--- config.mk ---
export PLATFORM = sky130hd
export DESIGN_NAME = bezier_curve_sampler
export DESIGN_NICKNAME = d
export VERILOG_FILES = /design/src/hdl/bcs_pkg.sv /design/src/hdl/bezier_curve_sampler.sv
export SDC_FILE = /design/constraint.sdc
export NUM_CORES = 2
export LEC_CHECK = 0
export BUFFER_PORTS_ARGS = -buffer_cell sky130_fd_sc_hd__buf_2
export CAP_MARGIN = 20
export CORE_ASPECT_RATIO = 0.6
export CORE_MARGIN = 3
export CORE_UTILIZATION = 50
export DETAILED_ROUTE_END_ITERATION = 8
export GPL_TIMING_DRIVEN = 0
export PLACE_DENSITY = 0.66
export SYNTH_ARGS = -nofsm -noshare
export SYNTH_HDL_FRONTEND = slang
export SYNTH_SLANG_ARGS = --single-unit
--- constraint.sdc ---
create_clock -name clk -period 16.5 [get_ports clk]
set_input_delay 3.3 -clock clk [delete_from_list [all_inputs] [get_ports clk]]
set_output_delay 3.3 -clock clk [all_outputs]
set_load 0.005 [all_outputs]
--- src/hdl/bcs_pkg.sv ---
`timescale 1ns / 1ps
// ----------------------------------------------------------------------------
// Bezier curve sampler package
// Widths, beat types and the binomial coefficient table of the sampler.
// ----------------------------------------------------------------------------
package bcs_pkg;

	localparam int MAX_POINTS  = 8;
	localparam int COORD_WIDTH = 16;
	localparam int SEG_WIDTH   = 6;

	localparam int Q_FRAC      = 16;
	localparam int FRAC_WIDTH  = Q_FRAC + 1;
	localparam int IDX_WIDTH   = (MAX_POINTS > 1) ? $clog2(MAX_POINTS) : 1;
	localparam int CNT_WIDTH   = $clog2(MAX_POINTS + 1);
	localparam int DIV_CNT_WIDTH = $clog2(FRAC_WIDTH);

	function automatic int max_binom();
		int row [MAX_POINTS];
		int best;
		best = 1;
		for (int k = 0; k < MAX_POINTS; k++) begin
			row[k] = 0;
		end
		for (int n = 0; n < MAX_POINTS; n++) begin
			for (int k = n; k > 0; k--) begin
				row[k] = row[k] + row[k - 1];
			end
			row[0] = 1;
			for (int k = 0; k <= n; k++) begin
				if (row[k] > best) begin
					best = row[k];
				end
			end
		end
		return best;
	endfunction

	localparam int BINOM_WIDTH = $clog2(max_binom() + 1);

	localparam int MUL_A_WIDTH = FRAC_WIDTH + 1;
	localparam int MUL_B_WIDTH = (COORD_WIDTH + BINOM_WIDTH + 1 > FRAC_WIDTH + 1) ?
		COORD_WIDTH + BINOM_WIDTH + 1 : FRAC_WIDTH + 1;
	localparam int MUL_WIDTH   = MUL_A_WIDTH + MUL_B_WIDTH;
	localparam int ACC_WIDTH   = MUL_WIDTH + IDX_WIDTH;

	typedef logic [MAX_POINTS-1:0][MAX_POINTS-1:0][BINOM_WIDTH-1:0] binom_table_t;

	function automatic binom_table_t build_binom();
		binom_table_t tbl;
		int row [MAX_POINTS];
		tbl = '0;
		for (int k = 0; k < MAX_POINTS; k++) begin
			row[k] = 0;
		end
		for (int n = 0; n < MAX_POINTS; n++) begin
			for (int k = n; k > 0; k--) begin
				row[k] = row[k] + row[k - 1];
			end
			row[0] = 1;
			for (int k = 0; k <= n; k++) begin
				tbl[n][k] = BINOM_WIDTH'(row[k]);
			end
		end
		return tbl;
	endfunction

	localparam binom_table_t BINOM = build_binom();

	typedef struct packed {
		logic signed [COORD_WIDTH-1:0] point_x;
		logic signed [COORD_WIDTH-1:0] point_y;
		logic                          last_point;
	} point_t;

	typedef struct packed {
		logic signed [COORD_WIDTH-1:0] curve_x;
		logic signed [COORD_WIDTH-1:0] curve_y;
		logic [SEG_WIDTH-1:0]          sample_index;
		logic                          last_sample;
		logic                          points_dropped;
	} sample_t;

endpackage

--- src/hdl/bezier_curve_sampler.sv ---
`timescale 1ns / 1ps
// ----------------------------------------------------------------------------
// Bezier curve sampler
// Stores 2D control points and samples the Bernstein form of the curve.
// ----------------------------------------------------------------------------
// Control points enter on the point port, one beat per cycle at most, taken
// when start is high and busy is low. A point without last_point is stored
// and causes no sample. A point with last_point closes the curve: busy rises
// and the block emits segment_count+1 samples (two if it is 0), each shown
// for exactly one cycle with sample_valid high. The receiver cannot stall.
// Points beyond the store depth are dropped and reported on every sample.
// The segment_count register is written on the cfg port while busy is low.
//
// The reciprocal of segment_count is found by a restoring division when the
// curve closes. Each sample is then a sum of deg+1 terms, where deg is the
// number of stored points minus one, all computed on the single shared
// multiplier. Busy falls in the cycle that shows the last sample.
//
// Reset clears the point store count, the drop flag and the handshake, and
// sets segment_count to 16.
// ----------------------------------------------------------------------------
module bezier_curve_sampler
	import bcs_pkg::*;
(
	input  logic                 clk,
	input  logic                 arst_n,
	input  logic                 start,
	output logic                 busy,
	input  point_t               point,
	output logic                 sample_valid,
	output sample_t              sample,
	input  logic                 cfg_valid,
	output logic                 cfg_ready,
	input  logic [SEG_WIDTH-1:0] cfg_data
);

	typedef enum logic [3:0] {
		S_IDLE,
		S_DIV,
		S_TERM,
		S_MUL,
		S_RND,
		S_CX,
		S_PX,
		S_AX,
		S_PY,
		S_AY,
		S_OUT
	} state_t;

	localparam logic [FRAC_WIDTH-1:0] ONE_Q = FRAC_WIDTH'(1) << Q_FRAC;
	localparam logic signed [COORD_WIDTH-1:0] C_MAX = {1'b0, {(COORD_WIDTH-1){1'b1}}};
	localparam logic signed [COORD_WIDTH-1:0] C_MIN = {1'b1, {(COORD_WIDTH-1){1'b0}}};
	localparam int RW = ACC_WIDTH - Q_FRAC + 1;

	function automatic logic signed [COORD_WIDTH-1:0] round_sat(
		input logic signed [ACC_WIDTH-1:0] acc
	);
		logic signed [ACC_WIDTH:0] q;
		logic signed [RW-1:0]      r;
		q = (ACC_WIDTH+1)'(acc) + (ACC_WIDTH+1)'(ONE_Q >> 1);
		r = $signed(q[ACC_WIDTH:Q_FRAC]);
		if (r > RW'(C_MAX)) begin
			return C_MAX;
		end
		if (r < RW'(C_MIN)) begin
			return C_MIN;
		end
		return COORD_WIDTH'(r);
	endfunction

	state_t                 state_q;
	logic                   busy_q;
	logic                   sample_valid_q;
	sample_t                sample_q;
	logic [SEG_WIDTH-1:0]   seg_q;
	logic [CNT_WIDTH-1:0]   count_q;
	logic                   dropped_q;
	logic [IDX_WIDTH-1:0]   deg_q;
	logic [IDX_WIDTH-1:0]   j_q;
	logic [IDX_WIDTH-1:0]   k_q;
	logic [SEG_WIDTH-1:0]   i_q;
	logic [DIV_CNT_WIDTH-1:0] bitcnt_q;

	logic signed [COORD_WIDTH-1:0] store_x [MAX_POINTS];
	logic signed [COORD_WIDTH-1:0] store_y [MAX_POINTS];
	logic signed [COORD_WIDTH-1:0] pt_x_q;
	logic signed [COORD_WIDTH-1:0] pt_y_q;
	logic signed [MUL_WIDTH-1:0]   prod_q;
	logic [FRAC_WIDTH-1:0]         p_q;
	logic signed [ACC_WIDTH-1:0]   acc_x_q;
	logic signed [ACC_WIDTH-1:0]   acc_y_q;
	logic [FRAC_WIDTH-1:0]         t_q;
	logic [SEG_WIDTH-1:0]          trem_q;
	logic [FRAC_WIDTH-1:0]         q0_q;
	logic [SEG_WIDTH-1:0]          r0_q;

	logic                          accept;
	logic                          store_ok;
	logic [CNT_WIDTH-1:0]          count_next;
	logic [SEG_WIDTH-1:0]          seg_eff;
	logic [FRAC_WIDTH-1:0]         u_val;
	logic [FRAC_WIDTH-1:0]         factor;
	logic [BINOM_WIDTH-1:0]        coef;
	logic signed [MUL_A_WIDTH-1:0] mul_a;
	logic signed [MUL_B_WIDTH-1:0] mul_b;
	logic [SEG_WIDTH:0]            div_trial;
	logic                          div_take;
	logic [SEG_WIDTH:0]            tsum;
	logic                          t_carry;
	logic                          div_last;
	logic                          curve_end;

	always_comb begin
		accept     = start && !busy_q;
		store_ok   = count_q < CNT_WIDTH'(MAX_POINTS);
		count_next = store_ok ? count_q + CNT_WIDTH'(1) : count_q;
		seg_eff    = (seg_q == '0) ? SEG_WIDTH'(1) : seg_q;
		u_val      = ONE_Q - t_q;
		factor     = (({1'b0, k_q} + {1'b0, j_q}) < {1'b0, deg_q}) ? u_val : t_q;
		coef       = BINOM[deg_q][j_q];
		div_trial  = {r0_q, (bitcnt_q == '0)};
		div_take   = div_trial >= {1'b0, seg_eff};
		div_last   = bitcnt_q == DIV_CNT_WIDTH'(FRAC_WIDTH - 1);
		tsum       = {1'b0, trem_q} + {1'b0, r0_q};
		t_carry    = tsum >= {1'b0, seg_eff};
		curve_end  = i_q == seg_eff;
	end

	always_comb begin
		mul_a = '0;
		mul_b = '0;
		unique case (state_q)
			S_MUL: begin
				mul_a = MUL_A_WIDTH'(p_q);
				mul_b = MUL_B_WIDTH'(factor);
			end
			S_CX: begin
				mul_a = MUL_A_WIDTH'(coef);
				mul_b = MUL_B_WIDTH'(pt_x_q);
			end
			S_AX: begin
				mul_a = MUL_A_WIDTH'(coef);
				mul_b = MUL_B_WIDTH'(pt_y_q);
			end
			S_PX, S_PY: begin
				mul_a = MUL_A_WIDTH'(p_q);
				mul_b = $signed(prod_q[MUL_B_WIDTH-1:0]);
			end
			default: begin
				mul_a = '0;
				mul_b = '0;
			end
		endcase
	end

	always_ff @(posedge clk or negedge arst_n) begin
		if (!arst_n) begin
			state_q        <= S_IDLE;
			busy_q         <= 1'b0;
			sample_valid_q <= 1'b0;
			sample_q       <= '0;
			seg_q          <= SEG_WIDTH'(16);
			count_q        <= '0;
			dropped_q      <= 1'b0;
			deg_q          <= '0;
			j_q            <= '0;
			k_q            <= '0;
			i_q            <= '0;
			bitcnt_q       <= '0;
		end else begin
			sample_valid_q <= 1'b0;
			if (cfg_valid && !busy_q) begin
				seg_q <= cfg_data;
			end
			unique case (state_q)
				S_IDLE: begin
					if (accept) begin
						count_q   <= count_next;
						dropped_q <= dropped_q || !store_ok;
						if (point.last_point) begin
							deg_q    <= IDX_WIDTH'(count_next - CNT_WIDTH'(1));
							bitcnt_q <= '0;
							busy_q   <= 1'b1;
							state_q  <= S_DIV;
						end
					end
				end
				S_DIV: begin
					bitcnt_q <= bitcnt_q + DIV_CNT_WIDTH'(1);
					if (div_last) begin
						i_q     <= '0;
						j_q     <= '0;
						state_q <= S_TERM;
					end
				end
				S_TERM: begin
					k_q     <= '0;
					state_q <= (deg_q == '0) ? S_CX : S_MUL;
				end
				S_MUL: begin
					state_q <= S_RND;
				end
				S_RND: begin
					if (k_q == deg_q - IDX_WIDTH'(1)) begin
						state_q <= S_CX;
					end else begin
						k_q     <= k_q + IDX_WIDTH'(1);
						state_q <= S_MUL;
					end
				end
				S_CX: begin
					state_q <= S_PX;
				end
				S_PX: begin
					state_q <= S_AX;
				end
				S_AX: begin
					state_q <= S_PY;
				end
				S_PY: begin
					state_q <= S_AY;
				end
				S_AY: begin
					if (j_q == deg_q) begin
						state_q <= S_OUT;
					end else begin
						j_q     <= j_q + IDX_WIDTH'(1);
						state_q <= S_TERM;
					end
				end
				S_OUT: begin
					sample_valid_q          <= 1'b1;
					sample_q.curve_x        <= round_sat(acc_x_q);
					sample_q.curve_y        <= round_sat(acc_y_q);
					sample_q.sample_index   <= i_q;
					sample_q.last_sample    <= curve_end;
					sample_q.points_dropped <= dropped_q;
					if (curve_end) begin
						count_q   <= '0;
						dropped_q <= 1'b0;
						busy_q    <= 1'b0;
						state_q   <= S_IDLE;
					end else begin
						i_q     <= i_q + SEG_WIDTH'(1);
						j_q     <= '0;
						state_q <= S_TERM;
					end
				end
				default: begin
					state_q <= S_IDLE;
				end
			endcase
		end
	end

	always_ff @(posedge clk) begin
		prod_q <= mul_a * mul_b;
		if (state_q == S_IDLE && accept) begin
			if (store_ok) begin
				store_x[count_q[IDX_WIDTH-1:0]] <= point.point_x;
				store_y[count_q[IDX_WIDTH-1:0]] <= point.point_y;
			end
			r0_q <= '0;
			q0_q <= '0;
		end
		if (state_q == S_DIV) begin
			r0_q <= div_take ? SEG_WIDTH'(div_trial - {1'b0, seg_eff}) :
				SEG_WIDTH'(div_trial);
			q0_q <= {q0_q[FRAC_WIDTH-2:0], div_take};
			if (div_last) begin
				t_q     <= '0;
				trem_q  <= seg_eff >> 1;
				acc_x_q <= '0;
				acc_y_q <= '0;
			end
		end
		if (state_q == S_TERM) begin
			p_q    <= ONE_Q;
			pt_x_q <= store_x[j_q];
			pt_y_q <= store_y[j_q];
		end
		if (state_q == S_RND) begin
			p_q <= FRAC_WIDTH'((prod_q + MUL_WIDTH'(ONE_Q >> 1)) >>> Q_FRAC);
		end
		if (state_q == S_AX) begin
			acc_x_q <= acc_x_q + ACC_WIDTH'(prod_q);
		end
		if (state_q == S_AY) begin
			acc_y_q <= acc_y_q + ACC_WIDTH'(prod_q);
		end
		if (state_q == S_OUT) begin
			acc_x_q <= '0;
			acc_y_q <= '0;
			if (t_carry) begin
				trem_q <= SEG_WIDTH'(tsum - {1'b0, seg_eff});
				t_q    <= t_q + q0_q + FRAC_WIDTH'(1);
			end else begin
				trem_q <= SEG_WIDTH'(tsum);
				t_q    <= t_q + q0_q;
			end
		end
	end

	assign busy         = busy_q;
	assign sample_valid = sample_valid_q;
	assign sample       = sample_q;
	assign cfg_ready    = !busy_q;

	// The final sample of a curve carries the interval count and ends the busy period.
	a_last_ends_busy: assert property (@(posedge clk) disable iff (!arst_n)
		sample_valid && sample.last_sample |-> !busy && sample.sample_index == seg_eff)
		else $error("last sample not aligned with end of curve");

	a_mid_sample_busy: assert property (@(posedge clk) disable iff (!arst_n)
		sample_valid && !sample.last_sample |-> busy)
		else $error("intermediate sample outside busy period");

	a_busy_falls_on_last: assert property (@(posedge clk) disable iff (!arst_n)
		$fell(busy) |-> sample_valid && sample.last_sample)
		else $error("busy fell without a last sample");

	a_strobe_spacing: assert property (@(posedge clk) disable iff (!arst_n)
		sample_valid |=> !sample_valid)
		else $error("samples in adjacent cycles");

endmodule
==> impl_table.tex <==
\begin{tabular}{lr}
\hline
Metric & Value \\
\hline
\multicolumn{2}{l}{\textbf{Status}} \\
\quad Run status & finished clean \\
\multicolumn{2}{l}{\textbf{Setup path}} \\
\quad Crit. End Element & flop \\
\quad Cell with the largest stage delay on the worst path & fa\_1 \\
\quad Largest fanout on the critical path & 10 \\
\quad Endpoint arrival time on the critical path & 11170 ps \\
\quad CP Class & reg -> reg \\
\quad Worst path required time & 17040 ps \\
\quad Type of origin of the critical path & flop \\
\quad Slowest cell delay on critical path & 770 ps \\
\quad Cell seen most often among critical-path stages & fa\_1 \\
\quad Flop2flop setup slack & 5880 ps \\
\multicolumn{2}{l}{\textbf{Clock tree}} \\
\quad Source-to-sink clock delay at the later pin of the worst-skew pair & 650 ps \\
\quad Number of buffers inserted by post-CTS setup repair & 0 \\
\quad Maximum level of the CTS H-tree & 2 \\
\quad Clock Root Buffer & clkbuf\_16 \\
\quad Maximum number of buffers from clock root to sink & 3 \\
\quad Number of gates resized after cts & 0 \\
\quad Count of hold buffers inserted by post-cts repair & 0 \\
\quad Clock tree sinks & 557 \\
\quad TritonCTS clock tree & built \\
\quad Inserted Clock Buffers & 56 \\
\quad Clock transition at the register clock pins on the worst setup and hold paths after CTS & 60 ps \\
\multicolumn{2}{l}{\textbf{Floorplanning}} \\
\quad Die Outline Area & 90260 µm² \\
\quad Number of placed I/O pins & 86 \\
\quad Starting density of the core & 51.14\% \\
\quad Die X-Extent & 385.9 µm \\
\quad Std-Cell Core Area & 84640 µm² \\
\quad Die outline height & 233.9 µm \\
\quad Row Count & 82 \\
\multicolumn{2}{l}{\textbf{STA}} \\
\quad Unrepaired setup endpoints after global routing & false \\
\quad Crit share post-route & 64.39\% \\
\quad Clock skew after layout & 58.97 ps \\
\quad Worst rel slew slack & 15.67\% \\
\quad Final setup viols & 0 \\
\quad Clock period minus final worst setup slack & 10620 ps \\
\quad Peak Freq & 0.09413 GHz \\
\quad Max Slew Vio Count & 0 \\
\quad Min Hold Slack & 471.0 ps \\
\quad Total negative slack & 0 ps \\
\quad Worst slew pin tran & 1256 ps \\
\quad Number of hold violations in the final report & 0 \\
\multicolumn{2}{l}{\textbf{Drt}} \\
\quad Total wirelength of the detailed-routed design & 128500 µm \\
\quad Routed wire per std cell & 23.02 µm \\
\quad Mean number of vias per cell & 5.870 \\
\quad Detailed router's first-iteration violation count & 3958 \\
\quad DRC violation count after routing & 0 \\
\quad Antenna Violating Nets Remaining & 0 \\
\quad Total vias in the final route & 32750 \\
\quad Drt pass-1 iters & 6 \\
\multicolumn{2}{l}{\textbf{Logic synthesis}} \\
\quad Share of synthesized area spent on multiplexers & 4.521\% \\
\quad Post-synth top area cell & edfxtp\_1 \\
\quad Xor/xnor share of the synthesized area & 4.998\% \\
\quad Top cells by instance count after synthesis & inv\_1 (512), nand2\_1 (440), fa\_1 (393) \\
\quad Fraction of the mapped netlist area in simple logic gates & 13.15\% \\
\quad Area fraction in compound gates after synthesis & 11.30\% \\
\quad Cell types occupying the most area after synthesis & edfxtp\_1 (24\%), fa\_1 (18\%), ha\_1 (7.1\%), dfxtp\_1 (6.0\%), inv\_1 (4.4\%) \\
\quad Seq/Total Area, Yosys & 34.77\% \\
\quad Average footprint of a synthesized cell & 10.25 µm² \\
\quad Number of distinct library cells after synthesis & 102 \\
\quad Top-area cell type share of the netlist area & 24.35\% \\
\quad Synthesized netlist net count & 4906 \\
\quad EDFF count, synth & 351 \\
\quad Proportion of register bits with asynchronous set or reset after synthesis & 13.82\% \\
\quad Count of yosys warnings during synthesis & 0 \\
\quad Cells after Synth & 4225 \\
\quad Number of register bits inferred by synthesis & 557 \\
\quad Netlist Area Pre-Place & 43290 µm² \\
\quad Most frequent cell after synthesis & inv\_1 \\
\quad Adder-Cell Fraction of Synth Area & 25.26\% \\
\quad Combinational family with the most area after synthesis & adder cells \\
\quad Main flop type after synthesis & edfxtp\_1 \\
\multicolumn{2}{l}{\textbf{Flow run}} \\
\quad Max-cap violations & 0 \\
\multicolumn{2}{l}{\textbf{Hold path}} \\
\quad Hold Crit Class & reg -> reg \\
\multicolumn{2}{l}{\textbf{Place}} \\
\quad Number of input and output port buffers inserted & 85 \\
\quad RePlAce Congestion & 1.028 \\
\quad HPWL after DPL & 100700 µm \\
\quad Placed instance count & 5465 \\
\multicolumn{2}{l}{\textbf{GRT}} \\
\quad Largest net degree at the start of global routing & 55 \\
\quad Number of antenna violations at the first check in global routing & 2 \\
\quad First-pass GRT wire length & 195600 µm \\
\quad Global route total overflow & 0 \\
\quad Number of global-route vias before repair & 31480 \\
\quad All-layer global routing usage & 28.77\% \\
\multicolumn{2}{l}{\textbf{Pwr}} \\
\quad Sw Ratio & 21.12\% \\
\quad Part of the power in the clock network & 45.3\% \\
\quad Pwr per Cell Area & 58.32 nW/µm² \\
\quad Combinational cell fraction of total power & 1.2\% \\
\quad Internal power of the cells & 2.181 mW \\
\quad VDD IR max & 94.91 µV \\
\quad Net switching power figure & 0.5842 mW \\
\quad Sequential fraction of design power & 53.5\% \\
\quad LEAKAGE & 20.17 nW \\
\multicolumn{2}{l}{\textbf{Cells and area}} \\
\quad Nets & 5077 \\
\quad Layout filler cell count & 7336 \\
\quad Fraction of layout cells with a size suffix above 1 & 8.596\% \\
\quad Final Non-Filler Cells & 5580 \\
\quad Layout area overhead & 9.556\% \\
\hline
\end{tabular}
-- area by class of cell --
| class | count | area (µm²) | share of cell area, % |
|---|---|---|---|
| Timing Repair Buffer | 113 | 840.8 | 1.773 |
| Clock buffer | 75 | 1503 | 3.169 |
| Buffer | 172 | 671.9 | 1.417 |
| Sequential cell | 557 | 15050 | 31.74 |
| Antenna cell | 2 | 5.005 | 0.01055 |
| Tap cell | 1134 | 1419 | 2.992 |
| Clock inverter | 31 | 302.8 | 0.6385 |
| Inverter | 513 | 1926 | 4.060 |
| Multi-Input combinational cell | 2983 | 25700 | 54.20 |
-- power groups by stage --
| stage | Combinational (mW) | Sequential (mW) | Clock [mW] |
|---|---|---|---|
| 2_1_floorplan | 0.0130 | 1.51 | 0 |
| 3_3_place_gp | 0.0315 | 1.51 | 0 |
| 3_5_place_dp | 0.0331 | 1.51 | 0 |
| 4_1_cts | 0.0331 | 1.48 | 1.28 |
| 5_1_grt | 0.0381 | 1.48 | 1.33 |
| 6_report | 0.0329 | 1.48 | 1.25 |
-- per-layer routing --
metal | wire length [µm] | part of all wire, % | up-vias | track usage, %
li1 | - | - | 14770 | -
met1 | 60380 | 47 | 16140 | 46.44
met2 | 47270 | 37 | 1694 | 35.69
met3 | 18930 | 15 | 149 | 11.45
met4 | 1855 | 1.4 | 2 | 4.836
met5 | 13 | 0.010 | - | 0
-- cell usage in the layout (no fill, tap or decap), drive strengths merged, types with 9 or more instances in the layout --
cell type	n
inv	513
nand2	442
fa	393
nor2	384
edfxtp	351
ha	245
clkbuf	214
a21oi	208
buf	146
o21ai	141
nand3	137
xnor2	131
dfxtp	129
xor2	116
a21o	103
dfrtp	76
mux4	65
and3	53
nor3	49
nand4	43
nor2b	37
a31oi	35
mux2	34
o21a	31
o211ai	29
a22oi	28
o21bai	26
and2	26
nand2b	24
clkinv	22
a211oi	20
o22a	15
a222oi	14
or3	14
o31ai	14
or2	12
mux2i	11
a211o	9
nor4	9
-- worst max-delay path: cells and delay by family (launching register included) --
family | cells | cell delay [ps]
flip-flops | 1 | 440
adder cells (fa/ha/maj) | 10 | 4580
AO/OA/AOI/OAI | 13 | 3940
buffers and inverters | 4 | 800
XOR/XNOR | 3 | 510
AND/OR/NAND/NOR | 2 | 220
-- flip-flops by register name (all words and copies together) (netlist names), 5 cells and up --
name and cells:
pt_x_q 16, q0_q 17, i_q 6, store_y 128, t_q 17, seg_q 6, bitcnt_q 5, trem_q 6
sample 40, pt_y_q 16, r0_q 6, p_q 17, prod_q 41, acc_x_q 44, store_x 128, acc_y_q 44
-- final timing paths --
kind | start | endpoint | cells past startpoint
max | j_q[0] | prod_q[39] | 32
min | acc_y_q[14] | acc_y_q[14] | 2
max reg2reg | j_q[0] | prod_q[39] | 32
min reg2reg | acc_y_q[14] | acc_y_q[14] | 2
max in group asynchronous | arst_n | seg_q[4] | 2
min in group asynchronous | arst_n | sample[24] | 1
-- cell families after synthesis --
family,after synthesis
AO/OA/AOI/OAI,731
XOR/XNOR,247
adder cells (fa/ha/maj),638
buffers and inverters,685
flip-flops,557
multiplexers,110
AND/OR/NAND/NOR,1257
-- metrics by stage --
step	instance area, µm²	worst slack (ps)	power, mW	utilization, %
finish	47420	5876	2.766	56.03
global route	47420	5271	2.843	56.02
CTS	47310	5951	2.788	55.89
detailed placement	45500	6027	1.542	53.76
global placement	45130	5916	1.540	53.32
floorplan	43290	7751	1.521	-
No activity file was read; power rests on OpenSTA's default activity.
